$ cat config.mk
export PLATFORM = sky130hd
export DESIGN_NAME = calendar_date_counter_core_flat
export DESIGN_NICKNAME = d
export VERILOG_FILES = /design/src/hdl/caldc_pkg.sv /design/src/hdl/caldc_req_if.sv /design/src/hdl/caldc_rsp_if.sv /design/src/hdl/calendar_date_counter_core.sv /design/src/flat_wrapper.sv
export SDC_FILE = /design/constraint.sdc
export NUM_CORES = 1
export LEC_CHECK = 0
export BUFFER_PORTS_ARGS = -buffer_cell sky130_fd_sc_hd__buf_2
export CAP_MARGIN = 20
export CORE_MARGIN = 2
export CORE_UTILIZATION = 56
export DETAILED_ROUTE_END_ITERATION = 8
export PLACE_DENSITY = 0.78
export SETUP_SLACK_MARGIN = 0.1
export SLEW_MARGIN = 20
export SYNTH_ARGS = -nofsm -noshare
export SYNTH_HDL_FRONTEND = slang
export SYNTH_SLANG_ARGS = --single-unit
$ cat constraint.sdc
create_clock -name clock -period 8.05 [get_ports clock]
set_clock_uncertainty 0.2 [all_clocks]
set_input_delay 0.4025 -clock clock [delete_from_list [all_inputs] [get_ports clock]]
set_output_delay 0.4025 -clock clock [all_outputs]
set_load 0.02 [all_outputs]
$ cat src/hdl/caldc_pkg.sv
// ----------------------------------------------------------------------------
// caldc_pkg
// Shared types, constants and small calendar helper functions for the
// Gregorian calendar date counter.
// ----------------------------------------------------------------------------
package caldc_pkg;

   // Field widths
   localparam int DAY_W   = 5;
   localparam int MONTH_W = 4;
   localparam int YEAR_W  = 12;
   localparam int CENT_W  = 6;   // year / 100, at most 40
   localparam int YREM_W  = 7;   // year % 100
   localparam int WDAY_W  = 3;
   localparam int WSUM_W  = 8;   // weekday sum, at most 166

   typedef logic [1:0]         action_type;
   typedef logic [DAY_W-1:0]   day_type;
   typedef logic [MONTH_W-1:0] month_type;
   typedef logic [YEAR_W-1:0]  year_type;
   typedef logic [CENT_W-1:0]  cent_type;
   typedef logic [YREM_W-1:0]  yrem_type;
   typedef logic [WDAY_W-1:0]  wday_type;
   typedef logic [WSUM_W-1:0]  wsum_type;

   // Action codes (code 3 behaves as read)
   localparam action_type ACT_LOAD    = 2'd0;
   localparam action_type ACT_ADVANCE = 2'd1;
   localparam action_type ACT_READ    = 2'd2;

   // Valid year range
   localparam year_type YEAR_MIN = 12'd1980;
   localparam year_type YEAR_MAX = 12'd2080;

   // Months
   localparam month_type MONTH_JAN = 4'd1;
   localparam month_type MONTH_FEB = 4'd2;
   localparam month_type MONTH_APR = 4'd4;
   localparam month_type MONTH_JUN = 4'd6;
   localparam month_type MONTH_SEP = 4'd9;
   localparam month_type MONTH_NOV = 4'd11;
   localparam month_type MONTH_DEC = 4'd12;

   // Month lengths
   localparam day_type DAY_FIRST         = 5'd1;
   localparam day_type DAY_LAST_LONG     = 5'd31;
   localparam day_type DAY_LAST_SHORT    = 5'd30;
   localparam day_type DAY_LAST_FEB_LEAP = 5'd29;
   localparam day_type DAY_LAST_FEB      = 5'd28;

   // Year split into century and year-of-century
   localparam yrem_type   YREM_LAST   = 7'd99;
   localparam year_type   CENTURY_LEN = 12'd100;
   localparam logic [15:0] RECIP_100  = 16'd41944;  // 2^22 / 100, rounded up
   localparam int         RECIP_100_SH = 22;

   // Mod 7 by reciprocal
   localparam wsum_type   DAYS_PER_WEEK = 8'd7;
   localparam logic [7:0] RECIP_7       = 8'd147;   // 2^10 / 7, rounded up
   localparam int         RECIP_7_SH    = 10;

   // 30-day months
   function automatic logic is_short_month(input month_type m);
      return (m == MONTH_APR) || (m == MONTH_JUN) || (m == MONTH_SEP) || (m == MONTH_NOV);
   endfunction

   // Leap rule from year / 100 and year % 100
   function automatic logic leap_of(input yrem_type rem, input cent_type cent);
      logic leap;
      if (rem == '0) begin
         leap = (cent[1:0] == 2'b00);
      end else begin
         leap = (rem[1:0] == 2'b00);
      end
      return leap;
   endfunction

   // Last day of a month
   function automatic day_type month_length(input month_type m, input logic leap);
      day_type len;
      if (m == MONTH_FEB) begin
         len = leap ? DAY_LAST_FEB_LEAP : DAY_LAST_FEB;
      end else if (is_short_month(m)) begin
         len = DAY_LAST_SHORT;
      end else begin
         len = DAY_LAST_LONG;
      end
      return len;
   endfunction

   // Table-method month value, with the leap-year January/February shift
   function automatic wday_type month_value(input month_type m, input logic leap);
      wday_type mv;
      case (m)
         4'd0:    mv = 3'd0;
         4'd1:    mv = leap ? 3'd6 : 3'd0;
         4'd2:    mv = leap ? 3'd2 : 3'd3;
         4'd3:    mv = 3'd3;
         4'd4:    mv = 3'd6;
         4'd5:    mv = 3'd1;
         4'd6:    mv = 3'd4;
         4'd7:    mv = 3'd6;
         4'd8:    mv = 3'd2;
         4'd9:    mv = 3'd5;
         4'd10:   mv = 3'd0;
         4'd11:   mv = 3'd3;
         default: mv = 3'd5;
      endcase
      return mv;
   endfunction

   // Table-method century value: (3 - century % 4) * 2
   function automatic wday_type century_value(input cent_type cent);
      wday_type cv;
      case (cent[1:0])
         2'd0:    cv = 3'd6;
         2'd1:    cv = 3'd4;
         2'd2:    cv = 3'd2;
         default: cv = 3'd0;
      endcase
      return cv;
   endfunction

   // s % 7 for s up to 166, via multiply by reciprocal
   function automatic wday_type mod7(input wsum_type s);
      logic [15:0] prod;
      logic [4:0]  q;
      wsum_type    r;
      prod = {8'b0, s} * {8'b0, RECIP_7};
      q    = prod[RECIP_7_SH+4:RECIP_7_SH];
      r    = s - ({3'b000, q} * DAYS_PER_WEEK);
      return r[WDAY_W-1:0];
   endfunction

endpackage

$ cat src/hdl/caldc_req_if.sv
// ----------------------------------------------------------------------------
// caldc_req_if
// Request channel of the calendar date counter: valid/ready plus one word.
// ----------------------------------------------------------------------------
interface caldc_req_if import caldc_pkg::*; ();

   logic       valid;
   logic       ready;
   action_type action;
   day_type    load_day;
   month_type  load_month;
   year_type   load_year;

   modport source (output valid, action, load_day, load_month, load_year, input ready);
   modport sink   (input valid, action, load_day, load_month, load_year, output ready);

endinterface

$ cat src/hdl/caldc_rsp_if.sv
// ----------------------------------------------------------------------------
// caldc_rsp_if
// Response channel of the calendar date counter: valid/ready plus one word.
// ----------------------------------------------------------------------------
interface caldc_rsp_if import caldc_pkg::*; ();

   logic      valid;
   logic      ready;
   day_type   day_out;
   month_type month_out;
   year_type  year_out;
   logic      date_valid;
   logic      leap_year;
   wday_type  weekday;

   modport source (output valid, day_out, month_out, year_out, date_valid, leap_year,
                   weekday, input ready);
   modport sink   (input valid, day_out, month_out, year_out, date_valid, leap_year,
                   weekday, output ready);

endinterface

$ cat src/hdl/calendar_date_counter_core.sv
// ----------------------------------------------------------------------------
// calendar_date_counter_core
// Gregorian date register with load / advance-one-day / read requests.
// ----------------------------------------------------------------------------
// Usage:
//   req_chan carries one word per request: action (load, advance, read) and
//   the date to load. rsp_chan returns one word per request: the stored date
//   after the request, a validity flag (1980..2080, legal month and day), a
//   leap-year flag and the day of week (0 = Sunday, 0 when invalid).
//   On request accept the date registers update; the response register then
//   captures the word computed from them once it is free. Throughput is one
//   word per cycle while rsp ready stays high, set by the single date
//   register update; the year is kept also as century and year-of-century
//   so the leap and weekday logic stays short.
//   Reset (synchronous, active high) clears the date to the null date
//   0-0-0 and empties both stages. When the receiver holds rsp ready low,
//   the response register and one word in the update stage stay put and
//   req ready drops until the response is taken.
// ----------------------------------------------------------------------------
module calendar_date_counter_core import caldc_pkg::*; (
   input logic          clock,
   input logic          reset,
   caldc_req_if.sink    req_chan,
   caldc_rsp_if.source  rsp_chan
);

   // Date state, with the year also split as year / 100 and year % 100
   day_type   day_ff,   day_in;
   month_type month_ff, month_in;
   year_type  year_ff,  year_in;
   cent_type  cent_ff,  cent_in;
   yrem_type  yrem_ff,  yrem_in;

   // Pipeline control
   logic s1_valid_ff,  s1_valid_in;
   logic rsp_valid_ff, rsp_valid_in;
   logic out_free;
   logic req_take;

   // Response word registers
   day_type   day_out_ff;
   month_type month_out_ff;
   year_type  year_out_ff;
   logic      date_valid_ff;
   logic      leap_year_ff;
   wday_type  weekday_ff;

   // Flags of the stored date
   logic     leap_cur;
   logic     valid_cur;
   wday_type weekday_cur;
   wsum_type wsum;

   // Load path: split the requested year
   logic [YEAR_W+15:0] ld_prod;
   cent_type           ld_cent;
   year_type           ld_rem_full;

   // Handshake
   assign out_free       = !rsp_valid_ff || rsp_chan.ready;
   assign req_chan.ready = !s1_valid_ff || out_free;
   assign req_take       = req_chan.valid && req_chan.ready;

   // Leap and validity of the stored date
   always_comb begin
      leap_cur  = leap_of(yrem_ff, cent_ff);
      valid_cur = (year_ff >= YEAR_MIN) && (year_ff <= YEAR_MAX) &&
                  (month_ff >= MONTH_JAN) && (month_ff <= MONTH_DEC) &&
                  (day_ff != '0) && (day_ff <= month_length(month_ff, leap_cur));
   end

   // Day of week, table method
   always_comb begin
      wsum = wsum_type'(day_ff) + wsum_type'(month_value(month_ff, leap_cur)) +
             wsum_type'(century_value(cent_ff)) + wsum_type'(yrem_ff) +
             wsum_type'(yrem_ff >> 2);
      weekday_cur = valid_cur ? mod7(wsum) : '0;
   end

   // year / 100 by reciprocal, remainder by subtract
   always_comb begin
      ld_prod     = {16'b0, req_chan.load_year} * {{YEAR_W{1'b0}}, RECIP_100};
      ld_cent     = ld_prod[RECIP_100_SH+CENT_W-1:RECIP_100_SH];
      ld_rem_full = req_chan.load_year - ({{(YEAR_W-CENT_W){1'b0}}, ld_cent} * CENTURY_LEN);
   end

   // Next date
   always_comb begin
      day_in   = day_ff;
      month_in = month_ff;
      year_in  = year_ff;
      cent_in  = cent_ff;
      yrem_in  = yrem_ff;
      if (req_take) begin
         case (req_chan.action)
            ACT_LOAD: begin
               day_in   = req_chan.load_day;
               month_in = req_chan.load_month;
               year_in  = req_chan.load_year;
               cent_in  = ld_cent;
               yrem_in  = ld_rem_full[YREM_W-1:0];
            end
            ACT_ADVANCE: begin
               // only a legal date moves
               if (valid_cur) begin
                  if (day_ff == month_length(month_ff, leap_cur)) begin
                     day_in = DAY_FIRST;
                     if (month_ff == MONTH_DEC) begin
                        month_in = MONTH_JAN;
                        year_in  = year_ff + 1'b1;
                        if (yrem_ff == YREM_LAST) begin
                           yrem_in = '0;
                           cent_in = cent_ff + 1'b1;
                        end else begin
                           yrem_in = yrem_ff + 1'b1;
                        end
                     end else begin
                        month_in = month_ff + 1'b1;
                     end
                  end else begin
                     day_in = day_ff + 1'b1;
                  end
               end
            end
            default: begin
               // read only
            end
         endcase
      end
   end

   // Stage valid bits
   always_comb begin
      s1_valid_in  = req_chan.ready ? req_chan.valid : s1_valid_ff;
      rsp_valid_in = out_free ? s1_valid_ff : rsp_valid_ff;
   end

   // Control and date registers
   always_ff @(posedge clock) begin
      if (reset) begin
         day_ff       <= '0;
         month_ff     <= '0;
         year_ff      <= '0;
         cent_ff      <= '0;
         yrem_ff      <= '0;
         s1_valid_ff  <= 1'b0;
         rsp_valid_ff <= 1'b0;
      end else begin
         day_ff       <= day_in;
         month_ff     <= month_in;
         year_ff      <= year_in;
         cent_ff      <= cent_in;
         yrem_ff      <= yrem_in;
         s1_valid_ff  <= s1_valid_in;
         rsp_valid_ff <= rsp_valid_in;
      end
   end

   // Response word capture
   always_ff @(posedge clock) begin
      if (s1_valid_ff && out_free) begin
         day_out_ff    <= day_ff;
         month_out_ff  <= month_ff;
         year_out_ff   <= year_ff;
         date_valid_ff <= valid_cur;
         leap_year_ff  <= leap_cur;
         weekday_ff    <= weekday_cur;
      end
   end

   assign rsp_chan.valid      = rsp_valid_ff;
   assign rsp_chan.day_out    = day_out_ff;
   assign rsp_chan.month_out  = month_out_ff;
   assign rsp_chan.year_out   = year_out_ff;
   assign rsp_chan.date_valid = date_valid_ff;
   assign rsp_chan.leap_year  = leap_year_ff;
   assign rsp_chan.weekday    = weekday_ff;

`ifndef SYNTHESIS
   // century split always matches the full year
   a_year_split: assert property (@(posedge clock) disable iff (reset)
      year_ff == (({{(YEAR_W-CENT_W){1'b0}}, cent_ff} * CENTURY_LEN) +
                  {{(YEAR_W-YREM_W){1'b0}}, yrem_ff}))
      else $error("year and century split disagree");

   a_yrem_range: assert property (@(posedge clock) disable iff (reset)
      yrem_ff <= YREM_LAST)
      else $error("year of century out of range");

   // a word held in the update stage freezes the date
   a_hold_date: assert property (@(posedge clock) disable iff (reset)
      (s1_valid_ff && !out_free) |=>
         ($stable(day_ff) && $stable(month_ff) && $stable(year_ff)))
      else $error("date changed while update stage stalled");

   // every accepted request reaches the update stage
   a_take_s1: assert property (@(posedge clock) disable iff (reset)
      req_take |=> s1_valid_ff)
      else $error("accepted request lost");
`endif

endmodule

$ cat src/flat_wrapper.sv
// flat-port wrapper written by rule: the top's interface ports become plain ports
module calendar_date_counter_core_flat import caldc_pkg::*;
  (clock, reset, req_chan_valid, req_chan_action, req_chan_load_day, req_chan_load_month, req_chan_load_year, req_chan_ready, rsp_chan_valid, rsp_chan_day_out, rsp_chan_month_out, rsp_chan_year_out, rsp_chan_date_valid, rsp_chan_leap_year, rsp_chan_weekday, rsp_chan_ready);
  caldc_req_if req_chan_i ();
  caldc_rsp_if rsp_chan_i ();
  input logic clock;
  input logic reset;
  input wire logic [$bits(req_chan_i.valid)-1:0] req_chan_valid;
  input wire logic [$bits(req_chan_i.action)-1:0] req_chan_action;
  input wire logic [$bits(req_chan_i.load_day)-1:0] req_chan_load_day;
  input wire logic [$bits(req_chan_i.load_month)-1:0] req_chan_load_month;
  input wire logic [$bits(req_chan_i.load_year)-1:0] req_chan_load_year;
  output wire logic [$bits(req_chan_i.ready)-1:0] req_chan_ready;
  output wire logic [$bits(rsp_chan_i.valid)-1:0] rsp_chan_valid;
  output wire logic [$bits(rsp_chan_i.day_out)-1:0] rsp_chan_day_out;
  output wire logic [$bits(rsp_chan_i.month_out)-1:0] rsp_chan_month_out;
  output wire logic [$bits(rsp_chan_i.year_out)-1:0] rsp_chan_year_out;
  output wire logic [$bits(rsp_chan_i.date_valid)-1:0] rsp_chan_date_valid;
  output wire logic [$bits(rsp_chan_i.leap_year)-1:0] rsp_chan_leap_year;
  output wire logic [$bits(rsp_chan_i.weekday)-1:0] rsp_chan_weekday;
  input wire logic [$bits(rsp_chan_i.ready)-1:0] rsp_chan_ready;
  assign req_chan_i.valid = req_chan_valid;
  assign req_chan_i.action = req_chan_action;
  assign req_chan_i.load_day = req_chan_load_day;
  assign req_chan_i.load_month = req_chan_load_month;
  assign req_chan_i.load_year = req_chan_load_year;
  assign req_chan_ready = req_chan_i.ready;
  assign rsp_chan_valid = rsp_chan_i.valid;
  assign rsp_chan_day_out = rsp_chan_i.day_out;
  assign rsp_chan_month_out = rsp_chan_i.month_out;
  assign rsp_chan_year_out = rsp_chan_i.year_out;
  assign rsp_chan_date_valid = rsp_chan_i.date_valid;
  assign rsp_chan_leap_year = rsp_chan_i.leap_year;
  assign rsp_chan_weekday = rsp_chan_i.weekday;
  assign rsp_chan_i.ready = rsp_chan_ready;
  calendar_date_counter_core u_core (.clock(clock), .reset(reset), .req_chan(req_chan_i), .rsp_chan(rsp_chan_i));
endmodule
# Word-level counts from Yosys, hierarchy flattened
# Index checks and enable logic that the tools add are counted.
dict set report word_totals {
  register_bits 62
  in_bits 27
  out_inout_bits 28
  wordCells 114
}
dict set report op_classes {
  add_sub_neg 11
  n_mul 4
  n_lt_le_gt_ge 5
  n_eq_ne 21
  mux 32
  reduce_logical 28
}
# operator count
set op_table {}
lappend op_table {{$mux 12} 3}
lappend op_table {{$mux 5} 6}
lappend op_table {{$mux 7} 4}
lappend op_table {{$mul 12x13->25 const B} 1}
lappend op_table {{$mux 6} 4}
lappend op_table {{$pmux 12 s2} 1}
lappend op_table {{$pmux 3 s8} 1}
lappend op_table {{$eq 4x4->1 const B} 5}
lappend op_table {{$eq 4x3->1 const B} 4}
lappend op_table {{$mul 8x8->15 const B} 1}
lappend op_table {{$pmux 7 s2} 1}
lappend op_table {{$add 12x1->12 const B} 1}
lappend op_table {{$ge 12x11->1 const B} 1}
lappend op_table {{$le 12x12->1 const B} 1}
lappend op_table {{$mux 4} 3}
lappend op_table {{$pmux 6 s2} 1}
lappend op_table {{$pmux 5 s2} 1}
lappend op_table {{$pmux 3 s3} 1}
lappend op_table {{$add 8x3->8} 1}
lappend op_table {{$add 8x5->8} 1}
lappend op_table {{$add 8x7->8} 1}
lappend op_table {{$eq 4x2->1 const B} 2}
lappend op_table {{$ne 2x1->1 const B} 4}
lappend op_table {{$pmux 4 s2} 1}
lappend op_table {{other kinds (32)} 51}

# Logic depth before layout (Yosys ltp)
dict set report logic_depth {
  ltp_word 15
  depth_mapped 41
  ltp_nobuf 41
}

# Worst setup path before layout
# No wires, ideal clock.
dict set report synth_timing {
  path_type {register -> register}
  from {reg u_core.month_ff[0]}
  to {reg u_core.weekday_ff[2], in the netlist u_core.rsp_chan.weekday[2] (data pin)}
  setup_ns 0.264
  arrival_time_ns 7.736
  required_time_ns 7.586
  slack_ns -0.151
  path_stages_with_launch 41
  path_buffers 0
  period_less_slack_ns 8.201
  path_cell_list {dfxtp_1 > inv_1 > ha_1 > nor3_1 > nor2_1 > a21oi_1 > o32ai_1 > o31ai_1 > ha_1 > inv_1 > fa_1 > xor2_1 > fa_1 > fa_1 > inv_1 > ha_1 > inv_1 > fa_1 > [... 5 more ...] > ha_1 > inv_1 > fa_1 > inv_1 > ha_1 > a21oi_1 > o21ai_0 > a21o_1 > xor2_1 > ha_1 > inv_1 > fa_1 > xnor2_1 > xnor2_1 > xnor2_1 > xnor2_1 > xnor2_1 > nor2_1}
}
dict set report synth_via {
  elab_chain_cells 10
  word_cells_on_any_way 35
  cone_classes {add/sub: 5; mul: 2; order compare: 3; eq/ne: 11; mux: 3; reduce/logical: 11}
}
# item line
set synth_rtl {}
lappend synth_rtl {{from (decl)} calendar_date_counter_core.sv:29} ;# month_type month_ff, month_in;
lappend synth_rtl {{from (signal assigned)} calendar_date_counter_core.sv:150} ;# month_ff <= month_in;
lappend synth_rtl {{$eq 4x2->1, or another cell as far along} caldc_pkg.sv:94} ;# case (m)
lappend synth_rtl {{$reduce_or 2->1 (no line)} n/a}
lappend synth_rtl {{$pmux 3 s8} caldc_pkg.sv:94}
lappend synth_rtl {{$add 5x3->6} calendar_date_counter_core.sv:74} ;# wsum = wsum_type'(day_ff) + wsum_type'(month_value(month_ff, leap_cur)) +
lappend synth_rtl {{$add 8x3->8} calendar_date_counter_core.sv:74}
lappend synth_rtl {{$add 8x7->8} calendar_date_counter_core.sv:75} ;# wsum_type'(century_value(cent_ff)) + wsum_type'(yrem_ff) +
lappend synth_rtl {{$add 8x5->8} calendar_date_counter_core.sv:75}
lappend synth_rtl {{$mul 8x8->15} caldc_pkg.sv:129} ;# prod = {8'b0, s} * {8'b0, RECIP_7};
lappend synth_rtl {{$mul 5x3->3} caldc_pkg.sv:131} ;# r = s - ({3'b000, q} * DAYS_PER_WEEK);
lappend synth_rtl {{$sub 3x3->3} caldc_pkg.sv:131}
lappend synth_rtl {{to (signal assigned)} calendar_date_counter_core.sv:167} ;# weekday_ff <= weekday_cur;
lappend synth_rtl {{to (decl)} calendar_date_counter_core.sv:46} ;# wday_type weekday_ff;
# Several ways; a longest one is shown, not always the timed one.
# A chain may end at the register's enable or synchronous reset.

# Worst setup path after layout
dict set report layout_timing {
  from {reg u_core.cent_ff[0]}
  to {reg u_core.weekday_ff[2], in the netlist u_core.rsp_chan.weekday[2] (data pin)}
}
dict set report layout_via {
  elab_chain_cells 11
  word_cells_on_any_way 19
  cone_classes {add/sub: 5; mul: 2; order compare: 1; eq/ne: 2; mux: 7; reduce/logical: 2}
}
# item line
set layout_rtl {}
lappend layout_rtl {{from (decl)} calendar_date_counter_core.sv:31} ;# cent_type cent_ff, cent_in;
lappend layout_rtl {{from (signal assigned)} calendar_date_counter_core.sv:152} ;# cent_ff <= cent_in;
lappend layout_rtl {{$logic_not 2->1 (*)} caldc_pkg.sv:71} ;# leap = (cent[1:0] == 2'b00);
lappend layout_rtl {{$mux 1 (*)} caldc_pkg.sv:70} ;# if (rem == '0) begin
lappend layout_rtl {{via u_core.leap_cur} calendar_date_counter_core.sv:49} ;# logic leap_cur;
lappend layout_rtl {{$mux 1 / $mux 3 (equally long branches)} {caldc_pkg.sv:97, caldc_pkg.sv:96}}
lappend layout_rtl {{$pmux 3 s8} caldc_pkg.sv:94}
lappend layout_rtl {{$add 5x3->6} calendar_date_counter_core.sv:74}
lappend layout_rtl {{$add 8x3->8} calendar_date_counter_core.sv:74}
lappend layout_rtl {{$add 8x7->8} calendar_date_counter_core.sv:75}
lappend layout_rtl {{$add 8x5->8} calendar_date_counter_core.sv:75}
lappend layout_rtl {{$mul 8x8->15} caldc_pkg.sv:129}
lappend layout_rtl {{$mul 5x3->3} caldc_pkg.sv:131}
lappend layout_rtl {{$sub 3x3->3} caldc_pkg.sv:131}
# Mark *: on every way through the listed nets, which the timed path passes. The rest lies on a longest branch.

==> metrics.cfg <==
[status]
status = complete, but fails checks
violations = setup timing

[power_and_ir_drop]
power_frac_comb = 0.786
fin_total_pwr_mw = 3.320
power_density_nw_per_um2 = 396.8
ir_drop_v = 0.0003985
p_sw_mw = 1.465
clkPwrFrac = 0.112
internal_power_mw = 1.855
sw_frac_of_total = 0.4412
power.leakage_nw = 4.063
pwr-share-seq = 0.102

[die]
fp.dieW_um = 116.9
die_h_um = 116.9
core_area_um2 = 12520
rows = 41
die_area_um2 = 13680
num_io_pins = 55
start_util = 0.5707

[grt]
grt_usage = 0.2478
antenna_found_initial = 0
grt_max_degree = 42
grt_pass1_wl_um = 26590
grt_pass1_vias = 5834
gr-total-overflow = 0

[cts]
clkTransAtPathRegs_ns = 0.05
cts-root-buf = clkbuf_16
tritoncts = done
clk-insertion-delay-late_ns = 0.33
clock_sinks = 58
clk_path_buf_depth = 2
cts_max_level = 3
cts_buffers = 9
postCtsHoldBufs = 0

[synth]
postSynthAreaPerCell_um2 = 9.511
ys.warnings.count = 0
ys_ff_latch = 58
async_flop_share = 0
synth_top_cell_by_area = ha_1
synth-edff-count = 26
syn_nets = 985
netlist_area_um2 = 7143
syn-instance-count = 751
yosys-top-cells-area = ha_1 26%, fa_1 17%, edfxtp_1 11%
ys_types = 61
ys_seq_area_frac = 0.1990
synth_flop_cell = dfxtp_1
synth_top_area_frac = 0.2557

[final_layout]
area_growth_pct = 17.11
nFillCells = 967
post-route-cell-area_um2 = 8366
mostFrequentLayoutCell = ha_1
nets = 1067
final_cell_mix = 134 x ha_1, 119 x inv_1, 56 x nor2_1, 56 x fa_1, 54 x buf_2
drive_gt1_frac = 0.2076
antennaDiodeCount = 0

[sta]
slew_violations = 0
max_freq_mhz = 122.2
worst_pin_slew_ns = 1.038
rsz0062_at_grt = yes
max_slew_margin = 0.3080
holdWs_ns = 0.1203
setup_slack_ns = -0.1362
hold_viol_final = 0
min_period_ns = 8.186
setup_viol = 1
period_share = 1.017

[setup_path]
slowest_stage = fa_2
crit_top_cell = inv_2
cp.required_ns = 7.91
slowest_delay_ns = 0.58
reg2reg_from = u_core.cent_ff[0]
start_kind = flop
cp-startpoint = u_core.cent_ff[0]
crit_type = reg -> reg
cp_max_fo = 6
crit_arrival_ns = 8.05
cp-end-kind = flop

[route]
drt_iter0_drc = 316
totalWireLength_um = 16490
drc = 0
via_count = 5721
drt.antenna.violating_nets = 0
wire_per_inst_um = 16.33
vias_per_cell = 5.664
dr.pass1.iters = 5

[place]
place_area_um2 = 7830
dp_hpwl_um = 12810
place_ws_ns = -0.2848
place.gp.congestion = 0.8849
io_buffers = 54

[min_path]
worstHoldStart = req_chan_valid
min_path_type = in -> reg

[run]
maxCapViolCount = 0

==> cells in the mapped netlist (2+ instances only) <==
| library cell | number |
|---|---|
| o22ai_1 | 2 |
| buf_6 | 3 |
| inv_1 | 130 |
| a211oi_1 | 10 |
| fa_1 | 61 |
| nand2_1 | 24 |
| a21o_1 | 9 |
| nor2_1 | 56 |
| nor4b_1 | 2 |
| nor3_1 | 9 |
| and2_1 | 7 |
| nand4_1 | 4 |
| clkbuf_1 | 15 |
| o32ai_1 | 2 |
| a211oi_2 | 2 |
| a221oi_1 | 2 |
| a21oi_1 | 47 |
| o21ai_1 | 11 |
| a32o_1 | 2 |
| ha_1 | 146 |
| nor2b_1 | 9 |
| xor2_1 | 8 |
| xnor2_1 | 29 |
| o211ai_1 | 3 |
| and4_1 | 2 |
| nand3b_1 | 7 |
| nor3b_1 | 4 |
| mux2i_1 | 2 |
| a32oi_1 | 2 |
| a22oi_1 | 9 |
| edfxtp_1 | 26 |
| o21ai_0 | 20 |
| dfxtp_1 | 32 |
| nand3_1 | 15 |
| nand2b_1 | 3 |
| a41o_1 | 2 |
| o31ai_1 | 3 |
| and3_1 | 7 |
| buf_1 | 2 |
==> state kept, by name, summed over array words and instances, names as in the netlist <==
signal                      cells
u_core.rsp_chan.year_out       12
u_core.year_ff                 12
u_core.yrem_ff                  7
u_core.day_ff                   5
u_core.rsp_chan.day_out         5
u_core.month_ff                 4
u_core.rsp_chan.month_out       4
u_core.rsp_chan.weekday         3
u_core.cent_ff                  2
u_core.rsp_chan.date_valid      1
u_core.rsp_chan.leap_year       1
u_core.rsp_chan.valid           1
u_core.s1_valid_ff              1
==> routing by layer <==
layer / share of wire / track usage
met5: 0 / 0
met4: 0.022 / 0.08471
met3: 0.040 / 0.03399
met2: 0.52 / 0.4578
met1: 0.42 / 0.2954
==> final cells by class <==
cell class,count,area (um2),share of cell area
Clock buffer,10,229.0,0.02737
Tap cell,172,215.2,0.02573
Multi-Input combinational cell,541,5384,0.6436
Timing Repair Buffer,93,563.0,0.06730
Clock inverter,6,57.56,0.006880
Sequential cell,58,1429,0.1708
Inverter,130,488.0,0.05833
==> worst paths after layout <==
path | depth (start not counted) | slack, ns | to
max | 39 | -0.14 | u_core.rsp_chan.weekday[2]
min | 3 | 0.12 | u_core.s1_valid_ff
max reg2reg | 39 | -0.14 | u_core.rsp_chan.weekday[2]
min reg2reg | 0 | 0.31 | u_core.rsp_chan.year_out[1]
==> per-stage QoR <==
step / TNS (ns) / std cells / util
after floorplan: 0 / 751 / -
after global placement: -0.01753 / 988 / 0.6256
after detailed placement: -0.2848 / 988 / 0.6256
after CTS: -0.2058 / 1005 / 0.6514
after global routing: -0.4159 / 1010 / 0.6683
final: -0.1362 / 1010 / 0.6683
==> power groups by stage <==
stage               logic [mW]  clock network (mW)  registers [mW]
finish                    2.61               0.371           0.339
global route              2.94               0.385           0.340
CTS                       2.47               0.373           0.338
detailed placement        2.35                   0           0.344
global placement          2.19                   0           0.343
floorplan                 1.81                   0           0.353
==> what timing repair did <==
item,CTS,global route
resized for setup,8,38
setup endpoints to repair,1,2
buffers inserted,1,5
endpoints found under the hold margin,0,0
pin swaps,4,42
==> critical path, delay by kind of cell, from the launching register on <==
family | cells | cell delay (ns)
AOI/OAI and AO/OA | 6 | 1.25
xor gates and xnor gates | 9 | 1.42
buffers and inverters | 9 | 0.56
DFF | 1 | 0.34
adders and majority gates | 12 | 3.87
and+or+nand+nor | 3 | 0.30
==> logic make-up after synthesis <==
kind of cell    count (synthesis)  share of synthesized area
simple gates                  156                     0.1109
compound gates                138                     0.1284
xor+xnor                       38                    0.04852
buf+inv                       152                    0.08373
fa+ha+maj                     207                     0.4267
mux                             2                   0.002803
flops                          58                     0.1990
Note: power is estimated with default switching activity, not from simulation.
